<file path="src/design/pts_pkg.sv">
`default_nettype none

package pts_pkg;

	localparam int MAX_TASKS = 15;
	localparam int SLOT_W    = $clog2(MAX_TASKS + 1);
	localparam int TASK_W    = 4;
	localparam int KIND_W    = 3;
	localparam int DATA_W    = 8;
	localparam int TICK_W    = 32;

	typedef enum logic [KIND_W-1:0] {
		KIND_CREATE   = 3'd0,
		KIND_WAIT     = 3'd1,
		KIND_SET_FLAG = 3'd2,
		KIND_WAKE     = 3'd3,
		KIND_SCHEDULE = 3'd4
	} kind_t;

	// Transaction token walking the slot chain.
	typedef struct packed {
		logic              valid;
		logic [KIND_W-1:0] kind;
		logic [DATA_W-1:0] value;
		logic [SLOT_W-1:0] target;    // zero when out of range
		logic              ticking;
		logic [SLOT_W-1:0] cur;
		logic              hit;       // create: slot claimed; schedule: best found
		logic [SLOT_W-1:0] slot;
		logic [DATA_W-1:0] best_prio;
		logic [DATA_W-1:0] best_cnt;
		logic [DATA_W-1:0] cur_cnt;
	} tok_t;

endpackage

`default_nettype wire

</file>
<file path="src/design/pts_cell.sv">
`default_nettype none

module pts_cell (
	input  wire                        clk,
	input  wire                        arst_n,
	input  wire                        en,
	input  wire  [pts_pkg::SLOT_W-1:0] index,
	input  wire  pts_pkg::tok_t        tok_i,
	output pts_pkg::tok_t              tok_o
);

	logic                        present_q;
	logic [pts_pkg::DATA_W-1:0]  prio_q;
	logic [pts_pkg::DATA_W-1:0]  thr_q;
	logic [pts_pkg::DATA_W-1:0]  cnt_q;
	logic                        flag_q;
	pts_pkg::tok_t               tok_q;

	logic                        present_d;
	logic [pts_pkg::DATA_W-1:0]  prio_d;
	logic [pts_pkg::DATA_W-1:0]  thr_d;
	logic [pts_pkg::DATA_W-1:0]  cnt_d;
	logic                        flag_d;
	pts_pkg::tok_t               tok_d;
	logic [pts_pkg::DATA_W-1:0]  cnt_sched;
	logic [pts_pkg::DATA_W-1:0]  diff;
	logic                        awake;
	logic                        mine;
	logic                        take;

	always_comb begin
		present_d = present_q;
		prio_d    = prio_q;
		thr_d     = thr_q;
		cnt_d     = cnt_q;
		flag_d    = flag_q;
		tok_d     = tok_i;
		mine      = (index == tok_i.cur);
		cnt_sched = (tok_i.ticking && flag_q) ? cnt_q + 8'd1 : cnt_q;
		diff      = thr_q - cnt_sched;
		awake     = (diff == 8'd0) || diff[pts_pkg::DATA_W-1];
		take      = 1'b0;
		if (tok_i.valid) begin
			unique case (pts_pkg::kind_t'(tok_i.kind))
				pts_pkg::KIND_CREATE: begin
					if (!tok_i.hit && !present_q) begin
						present_d = 1'b1;
						prio_d    = tok_i.value;
						thr_d     = '0;
						cnt_d     = '0;
						flag_d    = 1'b0;
						tok_d.hit  = 1'b1;
						tok_d.slot = index;
					end
				end
				pts_pkg::KIND_WAIT: begin
					if (mine) thr_d = tok_i.value;
				end
				pts_pkg::KIND_SET_FLAG: begin
					if (mine) flag_d = tok_i.value[0];
				end
				pts_pkg::KIND_WAKE: begin
					if (present_q && index == tok_i.target) cnt_d = cnt_q + 8'd1;
				end
				pts_pkg::KIND_SCHEDULE: begin
					if (present_q) begin
						cnt_d = cnt_sched;
						// ties go to the current task, otherwise keep the earlier slot
						take = awake && (!tok_i.hit || prio_q > tok_i.best_prio ||
							(prio_q == tok_i.best_prio && mine));
						if (take) begin
							tok_d.hit       = 1'b1;
							tok_d.slot      = index;
							tok_d.best_prio = prio_q;
							tok_d.best_cnt  = cnt_sched;
						end
					end
				end
				default: ;
			endcase
			if (mine) tok_d.cur_cnt = cnt_d;
		end
	end

	always_ff @(posedge clk or negedge arst_n) begin
		if (!arst_n) begin
			present_q <= 1'b0;
			tok_q     <= '0;
		end else if (en) begin
			present_q <= present_d;
			tok_q     <= tok_d;
		end
	end

	always_ff @(posedge clk) begin
		if (en) begin
			prio_q <= prio_d;
			thr_q  <= thr_d;
			cnt_q  <= cnt_d;
			flag_q <= flag_d;
		end
	end

	assign tok_o = tok_q;

endmodule

`default_nettype wire

</file>
<file path="src/design/priority_task_scheduler_top.sv">
// channel  | handshake           | payload
// item     | item_valid/stall    | kind, value, target_task, tick_count
// result   | result_valid/stall  | chosen_task, failed, wake_count, running_task
//
// One transaction at a time: it enters a launch register, passes one slot cell
// per cycle while the chain is not held, then lands in the result register; the
// next item is accepted only once it has landed there.
// Reset empties every slot and clears the running task and the last tick.
// A stalled result freezes the chain once the next result reaches its end.
`default_nettype none

module priority_task_scheduler_top (
	input  wire                         clk,
	input  wire                         arst_n,
	input  wire                         item_valid,
	output logic                        item_stall,
	input  wire  [pts_pkg::KIND_W-1:0]  kind,
	input  wire  [pts_pkg::DATA_W-1:0]  value,
	input  wire  [pts_pkg::TASK_W-1:0]  target_task,
	input  wire  [pts_pkg::TICK_W-1:0]  tick_count,
	output logic                        result_valid,
	input  wire                         result_stall,
	output logic [pts_pkg::TASK_W-1:0]  chosen_task,
	output logic                        failed,
	output logic [pts_pkg::DATA_W-1:0]  wake_count,
	output logic [pts_pkg::TASK_W-1:0]  running_task
);

	logic                        busy_q;
	logic                        out_valid_q;
	logic [pts_pkg::SLOT_W-1:0]  current_q;
	logic [pts_pkg::TICK_W-1:0]  last_tick_q;
	logic [pts_pkg::TASK_W-1:0]  chosen_q;
	logic                        failed_q;
	logic [pts_pkg::DATA_W-1:0]  wake_count_q;
	pts_pkg::tok_t               launch_q;
	pts_pkg::tok_t               launch_d;
	pts_pkg::tok_t               chain [0:pts_pkg::MAX_TASKS];
	pts_pkg::tok_t               tail;

	logic                        accept;
	logic                        en;
	logic                        load;
	logic                        is_sched;
	logic                        switch_task;
	logic [pts_pkg::TASK_W-1:0]  chosen_d;
	logic [pts_pkg::SLOT_W-1:0]  cur_d;
	logic [pts_pkg::DATA_W-1:0]  wc_d;

	assign item_stall = busy_q;
	assign accept     = item_valid && !busy_q;
	assign tail       = chain[pts_pkg::MAX_TASKS];
	// hold the chain while a finished transaction cannot enter the result register
	assign en         = !(tail.valid && out_valid_q && result_stall);
	assign load       = tail.valid && en;
	assign is_sched   = (pts_pkg::kind_t'(kind) == pts_pkg::KIND_SCHEDULE);

	always_comb begin
		launch_d           = '0;
		launch_d.valid     = 1'b1;
		launch_d.kind      = kind;
		launch_d.value     = value;
		launch_d.target    = (int'(target_task) <= pts_pkg::MAX_TASKS) ?
			pts_pkg::SLOT_W'(target_task) : '0;
		launch_d.ticking   = is_sched && (tick_count != last_tick_q);
		launch_d.cur       = current_q;
	end

	always_ff @(posedge clk or negedge arst_n) begin
		if (!arst_n) begin
			launch_q    <= '0;
			busy_q      <= 1'b0;
			last_tick_q <= '0;
		end else begin
			if (accept) begin
				launch_q <= launch_d;
				busy_q   <= 1'b1;
				if (is_sched) last_tick_q <= tick_count;
			end else begin
				if (en) launch_q.valid <= 1'b0;
				if (load) busy_q <= 1'b0;
			end
		end
	end

	assign chain[0] = launch_q;

	for (genvar g = 0; g < pts_pkg::MAX_TASKS; g++) begin : g_cell
		pts_cell u_cell (
			.clk    (clk),
			.arst_n (arst_n),
			.en     (en),
			.index  (pts_pkg::SLOT_W'(g + 1)),
			.tok_i  (chain[g]),
			.tok_o  (chain[g+1])
		);
	end

	always_comb begin
		switch_task = (pts_pkg::kind_t'(tail.kind) == pts_pkg::KIND_SCHEDULE) &&
			tail.hit && (tail.slot != tail.cur);
		chosen_d    = '0;
		if (pts_pkg::kind_t'(tail.kind) == pts_pkg::KIND_CREATE && tail.hit)
			chosen_d = pts_pkg::TASK_W'(tail.slot);
		else if (switch_task)
			chosen_d = pts_pkg::TASK_W'(tail.slot);
		cur_d = switch_task ? tail.slot : tail.cur;
		if (switch_task)
			wc_d = tail.best_cnt;
		else if (tail.cur == '0)
			wc_d = '0;
		else
			wc_d = tail.cur_cnt;
	end

	always_ff @(posedge clk or negedge arst_n) begin
		if (!arst_n) begin
			out_valid_q <= 1'b0;
			current_q   <= '0;
		end else if (load) begin
			out_valid_q <= 1'b1;
			current_q   <= cur_d;
		end else if (!result_stall) begin
			out_valid_q <= 1'b0;
		end
	end

	always_ff @(posedge clk) begin
		if (load) begin
			chosen_q     <= chosen_d;
			failed_q     <= (pts_pkg::kind_t'(tail.kind) == pts_pkg::KIND_CREATE) && !tail.hit;
			wake_count_q <= wc_d;
		end
	end

	assign result_valid = out_valid_q;
	assign chosen_task  = chosen_q;
	assign failed       = failed_q;
	assign wake_count   = wake_count_q;
	assign running_task = pts_pkg::TASK_W'(current_q);

endmodule

`default_nettype wire

</file>
<file path="config.mk">
export PLATFORM = sky130hd
export DESIGN_NAME = priority_task_scheduler_top
export DESIGN_NICKNAME = d
export VERILOG_FILES = /design/src/design/pts_pkg.sv /design/src/design/pts_cell.sv /design/src/design/priority_task_scheduler_top.sv
export SDC_FILE = /design/constraint.sdc
export NUM_CORES = 2
export LEC_CHECK = 0
export BUFFER_PORTS_ARGS = -buffer_cell sky130_fd_sc_hd__buf_2
export CORE_UTILIZATION = 55
export DETAILED_ROUTE_END_ITERATION = 12
export PLACE_DENSITY = 0.71
export SYNTH_ARGS = -nofsm -noshare
export SYNTH_HDL_FRONTEND = slang
export SYNTH_SLANG_ARGS = --single-unit
</file>
<file path="constraint.sdc">
create_clock -name clk -period 11.4 [get_ports clk]
set_input_delay 1.14 -clock clk [delete_from_list [all_inputs] [get_ports clk]]
set_output_delay 1.14 -clock clk [all_outputs]
set_load 0.05 [all_outputs]
</file>
### Word level (Yosys, flattened, before mapping)

Index checks and enable logic that the tools add are counted.

* register bits: 1191
* bits of input ports: 51
* word-level logic and storage cells: 1010

* add/subtract/negate cells: 30
* $lt $le $gt $ge: 14
* equality and inequality tests: 155
* mux-type cells: 281
* bitwise operators: 1
* reductions and logical operators: 280

Operator list (count)
* $mux W8: 107
* $mux W21: 30
* $mux W29: 15
* $pmux W8 S3: 15
* $mux W16: 15
* $pmux W8 S2: 15
* $pmux W5 S2: 15
* $reduce_and A5 Y1: 30
* $add A8 B1 Y8 const B: 15
* $logic_not A8 Y1: 15
* $sub A8 B8 Y8: 15
* $eq A8 B8 Y1: 14
* $gt A8 B8 Y1: 14
* $ne A2 B1 Y1 const B: 46
* $eq A3 B2 Y1 const B: 30
* $logic_and A1 B1 Y1: 81
* $mux W5: 15
* $eq A4 B4 Y1 const A: 16
* $reduce_bool A2 Y1: 31
* $reduce_and A4 Y1: 15
* $eq A3 B3 Y1 const B: 17
* $logic_not A3 Y1: 16
* $eq A3 B1 Y1 const B: 15
* $logic_or A1 B1 Y1: 43
* 13 further kinds: 121

### Longest topological paths before layout

* depth after elaboration: 10
* mapped depth: 17

### Cells and area by module

Synthesis repeated with hierarchy kept, for this count alone.

* cell total of the unflattened synthesis: 6696
* area, all modules: 69964.6 um^2

By module, submodules not included
* pts_cell at g_cell[0].u_cell ...: times used 6, cells an instance 422, area an instance 4310.4 um^2, sequential area each 2026.9 um^2
* pts_cell at g_cell[1].u_cell ...: times used 5, cells an instance 440, area an instance 4536.9 um^2, sequential area each 2026.9 um^2
* pts_cell at g_cell[7].u_cell ...: times used 3, cells an instance 430, area an instance 4545.6 um^2, sequential area each 2026.9 um^2
* pts_cell at g_cell[6].u_cell: times used 1, cells an instance 430, area an instance 4523.1 um^2, sequential area each 2026.9 um^2
* priority_task_scheduler_top: times used 1, cells an instance 244, area an instance 3258.1 um^2, sequential area each 1866.8 um^2

### Least setup slack after synthesis

No wires, ideal clock.

* kind: register -> register
* start: register g_cell[7].u_cell.tok_q (netlist bit g_cell[7].u_cell.tok_o[33])
* end: register g_cell[8].u_cell.tok_q (netlist bit g_cell[8].u_cell.tok_o[16])
* arrival: 3550 ps
* required time: 11263 ps
* setup slack: 7713 ps
* stages on the path, launching flop included: 17
* path buffers: 2
* path through: dfrtp_1 buf_2 nand2_1 xnor2_1 ha_1 inv_1 fa_1 a21oi_1 xor2_1 nand3_1 mux2_2 a221o_1 o211ai_1 nor4b_4 buf_4 mux2i_1 a21oi_1

* longest elaborated chain between the ends: 10

Ends and longest elaborated chain
* start: declaration: RTL line pts_cell.sv:17 `pts_pkg::tok_t tok_q;`
* start signal: assignment: RTL line pts_cell.sv:91 `tok_q <= tok_d;`
* $logic_and A1 B1 Y1 *: RTL line pts_cell.sv:39 `cnt_sched = (tok_i.ticking && flag_q) ? cnt_q + 8'd1 : cnt_q;`
* $mux W8 *: RTL line pts_cell.sv:39
* $sub A8 B8 Y8 *: RTL line pts_cell.sv:40 `diff = thr_q - cnt_sched;`
* $logic_not A8 Y1: RTL line pts_cell.sv:41 `awake = (diff == 8'd0) || diff[pts_pkg::DATA_W-1];`
* $logic_or A1 B1 Y1 *: RTL line pts_cell.sv:41
* $logic_and A1 B1 Y1 *: RTL line pts_cell.sv:69 `take = awake && (!tok_i.hit || prio_q > tok_i.best_prio ||`
* $mux W21 *: RTL line pts_cell.sv:71 `if (take) begin`
* $mux W21 *: RTL line pts_cell.sv:66 `if (present_q) begin`
* $mux W16 *: RTL line pts_cell.sv:44 `unique case (pts_pkg::kind_t'(tok_i.kind))`
* $mux W29 *: RTL line pts_cell.sv:43 `if (tok_i.valid) begin`
* end signal: assignment: RTL line pts_cell.sv:91
* end: declaration: RTL line pts_cell.sv:17

Mark *: on every way between the ends. The rest lies on a longest branch, timed or not.
A chain may end at the register's enable or synchronous reset.

### Worst setup path in the final report

* start: register g_cell[2].u_cell.cnt_q[0] in the netlist's numbering
* end: register g_cell[2].u_cell.tok_q (netlist bit g_cell[2].u_cell.tok_o[12])

* longest elaborated chain between the ends: 10

Ends and longest elaborated chain
* start: declaration: RTL line pts_cell.sv:15 `logic [pts_pkg::DATA_W-1:0] cnt_q;`
* start signal: assignment: RTL line pts_cell.sv:99 `cnt_q <= cnt_d;`
* $add A8 B1 Y8: RTL line pts_cell.sv:39
* $mux W8 *: RTL line pts_cell.sv:39
* $sub A8 B8 Y8: RTL line pts_cell.sv:40
* $logic_not A8 Y1: RTL line pts_cell.sv:41
* $logic_or A1 B1 Y1: RTL line pts_cell.sv:41
* $logic_and A1 B1 Y1: RTL line pts_cell.sv:69
* $mux W21 *: RTL line pts_cell.sv:71
* $mux W21 *: RTL line pts_cell.sv:66
* $mux W16 *: RTL line pts_cell.sv:44
* $mux W29 *: RTL line pts_cell.sv:43
* end signal: assignment: RTL line pts_cell.sv:91
* end: declaration: RTL line pts_cell.sv:17

Marked as above.

==> impl_metrics.yaml <==
floorplanning:
  die_h_um: 341
  die_area_um2: 116000
  coreArea_um2: 113000
  fp.dieW_um: 341
  fp-row-count: 123
  num_io_pins: 70
  start_util_pct: 55.8
critical_path:
  start_kind: "register"
  end_kind: "register"
  regToRegSetupSlack_ps: 6660
  cp_data_arrival_time_ps: 5380
  crit_family: "simple AND/OR/NAND/NOR gates"
  worst_path_max_delay_cell: "nand3_1"
  criticalPathCategory: "reg -> reg"
  path_cells: "ha_1 > nand3_1 > xor2_1 > ha_1 > a21oi_1 > o21ai_0 > a221oi_1 > nand4_1 > a31o_2 > nand4_1 > nand3_1 > and3_1 > a211o_1"
  crit_buf_inv: 0
  critPathMaxFanout: 21
  cp_data_required_time_ps: 12040
  cpPeakStageDelay_ps: 810
power_and_ir_drop:
  cellPowerDensity_nw_per_um2: 222
  power_leakage_nw: 30.5
  p_switching_mw: 5.63
  seq_power_share_pct: 46.2
  p_int_mw: 9.66
  clkPwrFrac_pct: 28.3
  switching_share_pct: 36.8
  ir_worst_vdd_mv: 0.151
  p_comb_share_pct: 25.5
  power.total_mw: 15.3
placed_design:
  hpwlAfterDp_mm: 120
  gp_congestion: 0.946
  io_buffers: 69
synthesis:
  synth_nets: 6874
  synth_cell_types: 99
  netlist.area_leader.share_pct: 31.4
  synth_warnings: 0
  synth.area.top_cells: "dfrtp_1, edfxtp_1, nand2_1"
  synth_top_flop_cell: "dfrtp_1"
  async_reset_ff_share_pct: 67.1
  synth_area_um2: 63100
  syn_inst: 6606
  avgSynthCellArea_um2: 9.55
  yosysSeqAreaShare_pct: 49.8
  yosys.area.top_type: "dfrtp_1"
  synth_edf_count: 388
  synth_seq_cells: 1179
clock_tree:
  cts_sinks: 1179
  cts_buffer_depth: 3
  post_cts_buffers: 0
  worst_skew_pair.late_latency_ps: 750
  ctsResizeCount: 0
  tritoncts: "built"
  cts_buffers: 131
  cts-root-buf: "clkbuf_16"
  cts_htree_levels: 4
  clkTransAtPathRegs_ps: 70
  cts_hold_buf: 0
run:
  maxCapViolCount: 0
timing:
  relSlewSlack_pct: 13.8
  worst_pin_slew_ps: 1290
  hold_viol_final: 0
  slew_viol_final: 0
  skew_ps: 27.7
  rsz0062_at_grt: "false"
  period_share_pct: 41.6
  fmax_mhz: 211
  finalSetupViolCount: 0
  fin_hold_ws_ps: 353
  setup-tns-final_ps: 0
  min_period_ps: 4740
worst_hold_path:
  hp-class: "in -> async"
routing:
  drc: 0
  routed_wl_mm: 166
  num_vias: 49200
  drtIter0Drc: 4453
  first_pass_iters: 6
  viasPerCell: 6.05
  wl_per_cell_um: 20.4
  ant_nets: 0
global_route:
  grt_use_total_pct: 28.7
  antenna_found_initial: 2
  overflow: 0
  grt_max_degree: 244
  grt_pass1_wl_mm: 265
  grt_pass1_vias: 47400
finish:
  fin_util_pct: 60.9
  drive_gt1_share_pct: 7.46
  syn_to_final_growth_pct: 9.22
  final_cell_mix: "nand2_1, dfrtp_1, nor2_1, o21ai_0, edfxtp_1"
  final_nets: 6790
  diodes: 0
  final_common_cell: "nand2_1"
outcome:
  status: "complete, no violations"
==> final timing paths <==
| check | start | cells after the start | endpoint |
|---|---|---|---|
| setup / recovery | g_cell[2].u_cell.cnt_q[0] | 13 | g_cell[2].u_cell.tok_o[12] |
| hold / removal | arst_n | 1 | g_cell[13].u_cell.tok_o[3] |
| setup reg to reg | g_cell[2].u_cell.cnt_q[0] | 13 | g_cell[2].u_cell.tok_o[12] |
| hold reg to reg | g_cell[13].u_cell.tok_o[36] | 2 | g_cell[13].u_cell.tok_o[36] |
| max in group asynchronous | arst_n | 4 | g_cell[1].u_cell.tok_o[22] |
| min in group clk | g_cell[13].u_cell.tok_o[36] | 2 | g_cell[13].u_cell.tok_o[36] |
==> power groups by stage <==
stage	combinational, mW	sequential [mW]	clock (mW)
2_1_floorplan	3.18	6.25	0
3_3_place_gp	3.74	7.09	0
3_5_place_dp	3.85	7.12	0
4_1_cts	3.88	7.05	4.38
5_1_grt	4.39	7.21	4.55
6_report	3.90	7.07	4.32
==> state kept, by name (all words and copies together) (netlist names) <==
register	count
item_stall	1
g_cell.u_cell.thr_q	120
g_cell.u_cell.present_q	15
wake_count	8
g_cell.u_cell.tok_o	717
result_valid	1
chain	21
last_tick_q	32
running_task	4
g_cell.u_cell.prio_q	120
g_cell.u_cell.cnt_q	120
failed	1
chosen_task	4
g_cell.u_cell.flag_q	15
==> worst reg2reg max path, stage by stage, from the launching register on <==
cell	delay [ps]
edfxtp_1	460
ha_1	300
nand3_1	120
xor2_1	300
ha_1	350
a21oi_1	140
o21ai_0	220
a221oi_1	530
nand4_1	190
a31o_2	270
nand4_1	140
nand3_1	810
and3_1	550
a211o_1	260
==> layout make-up <==
class	instances	area, um^2
inverters	235	882
clock buffers	171	3640
repair buffers	122	816
well taps	1500	1880
fillers	9508	44200
flip-flops and latches	1179	31400
clock inverters	71	758
multi-input cells	4853	29500
==> through the flow <==
stage | area (um^2) | worst slack (ps) | std cells
2_1_floorplan | 63100 | 7710 | 6606
3_3_place_gp | 64500 | 6830 | 7889
3_5_place_dp | 64500 | 6750 | 7889
4_1_cts | 68900 | 6780 | 8131
5_1_grt | 68900 | 6340 | 8131
6_report | 68900 | 6660 | 8131
==> synth_stat cells (all sizes together) (24+ instances only) <==
library cell,instances
a211oi,30
a21o,78
a21oi,325
a22oi,24
a31oi,39
and2,113
and3,102
buf,56
clkbuf,283
dfrtp,791
edfxtp,388
ha,202
inv,235
mux2,67
mux2i,275
nand2,1420
nand3,145
nand3b,33
nand4,48
nor2,463
nor2b,36
nor3,167
nor4,65
o211ai,36
o21ai,409
o221ai,26
o22ai,28
o31ai,45
or2,44
or3,30
xnor2,107
xor2,87
==> logic make-up after synthesis <==
family                     count (synthesis)  synth area share (%)
and+or+nand+nor                         2781                  20.1
AOI/OAI and AO/OA                       1290                  12.9
DFF                                     1179                  49.8
buffers and inverters                    574                  3.57
muxes                                    342                  5.57
adders and majority gates                225                  4.61
xor gates and xnor gates                 215                  3.44
==> per-layer routing <==
layer	vias up	wire, um	track usage, %
li1	23200	-	-
met1	24100	74100	41.0
met2	1666	76900	45.5
met3	266	11200	4.51
met4	0	4060	7.75
met5	-	0	0
Power figures use the tool's default switching activity.
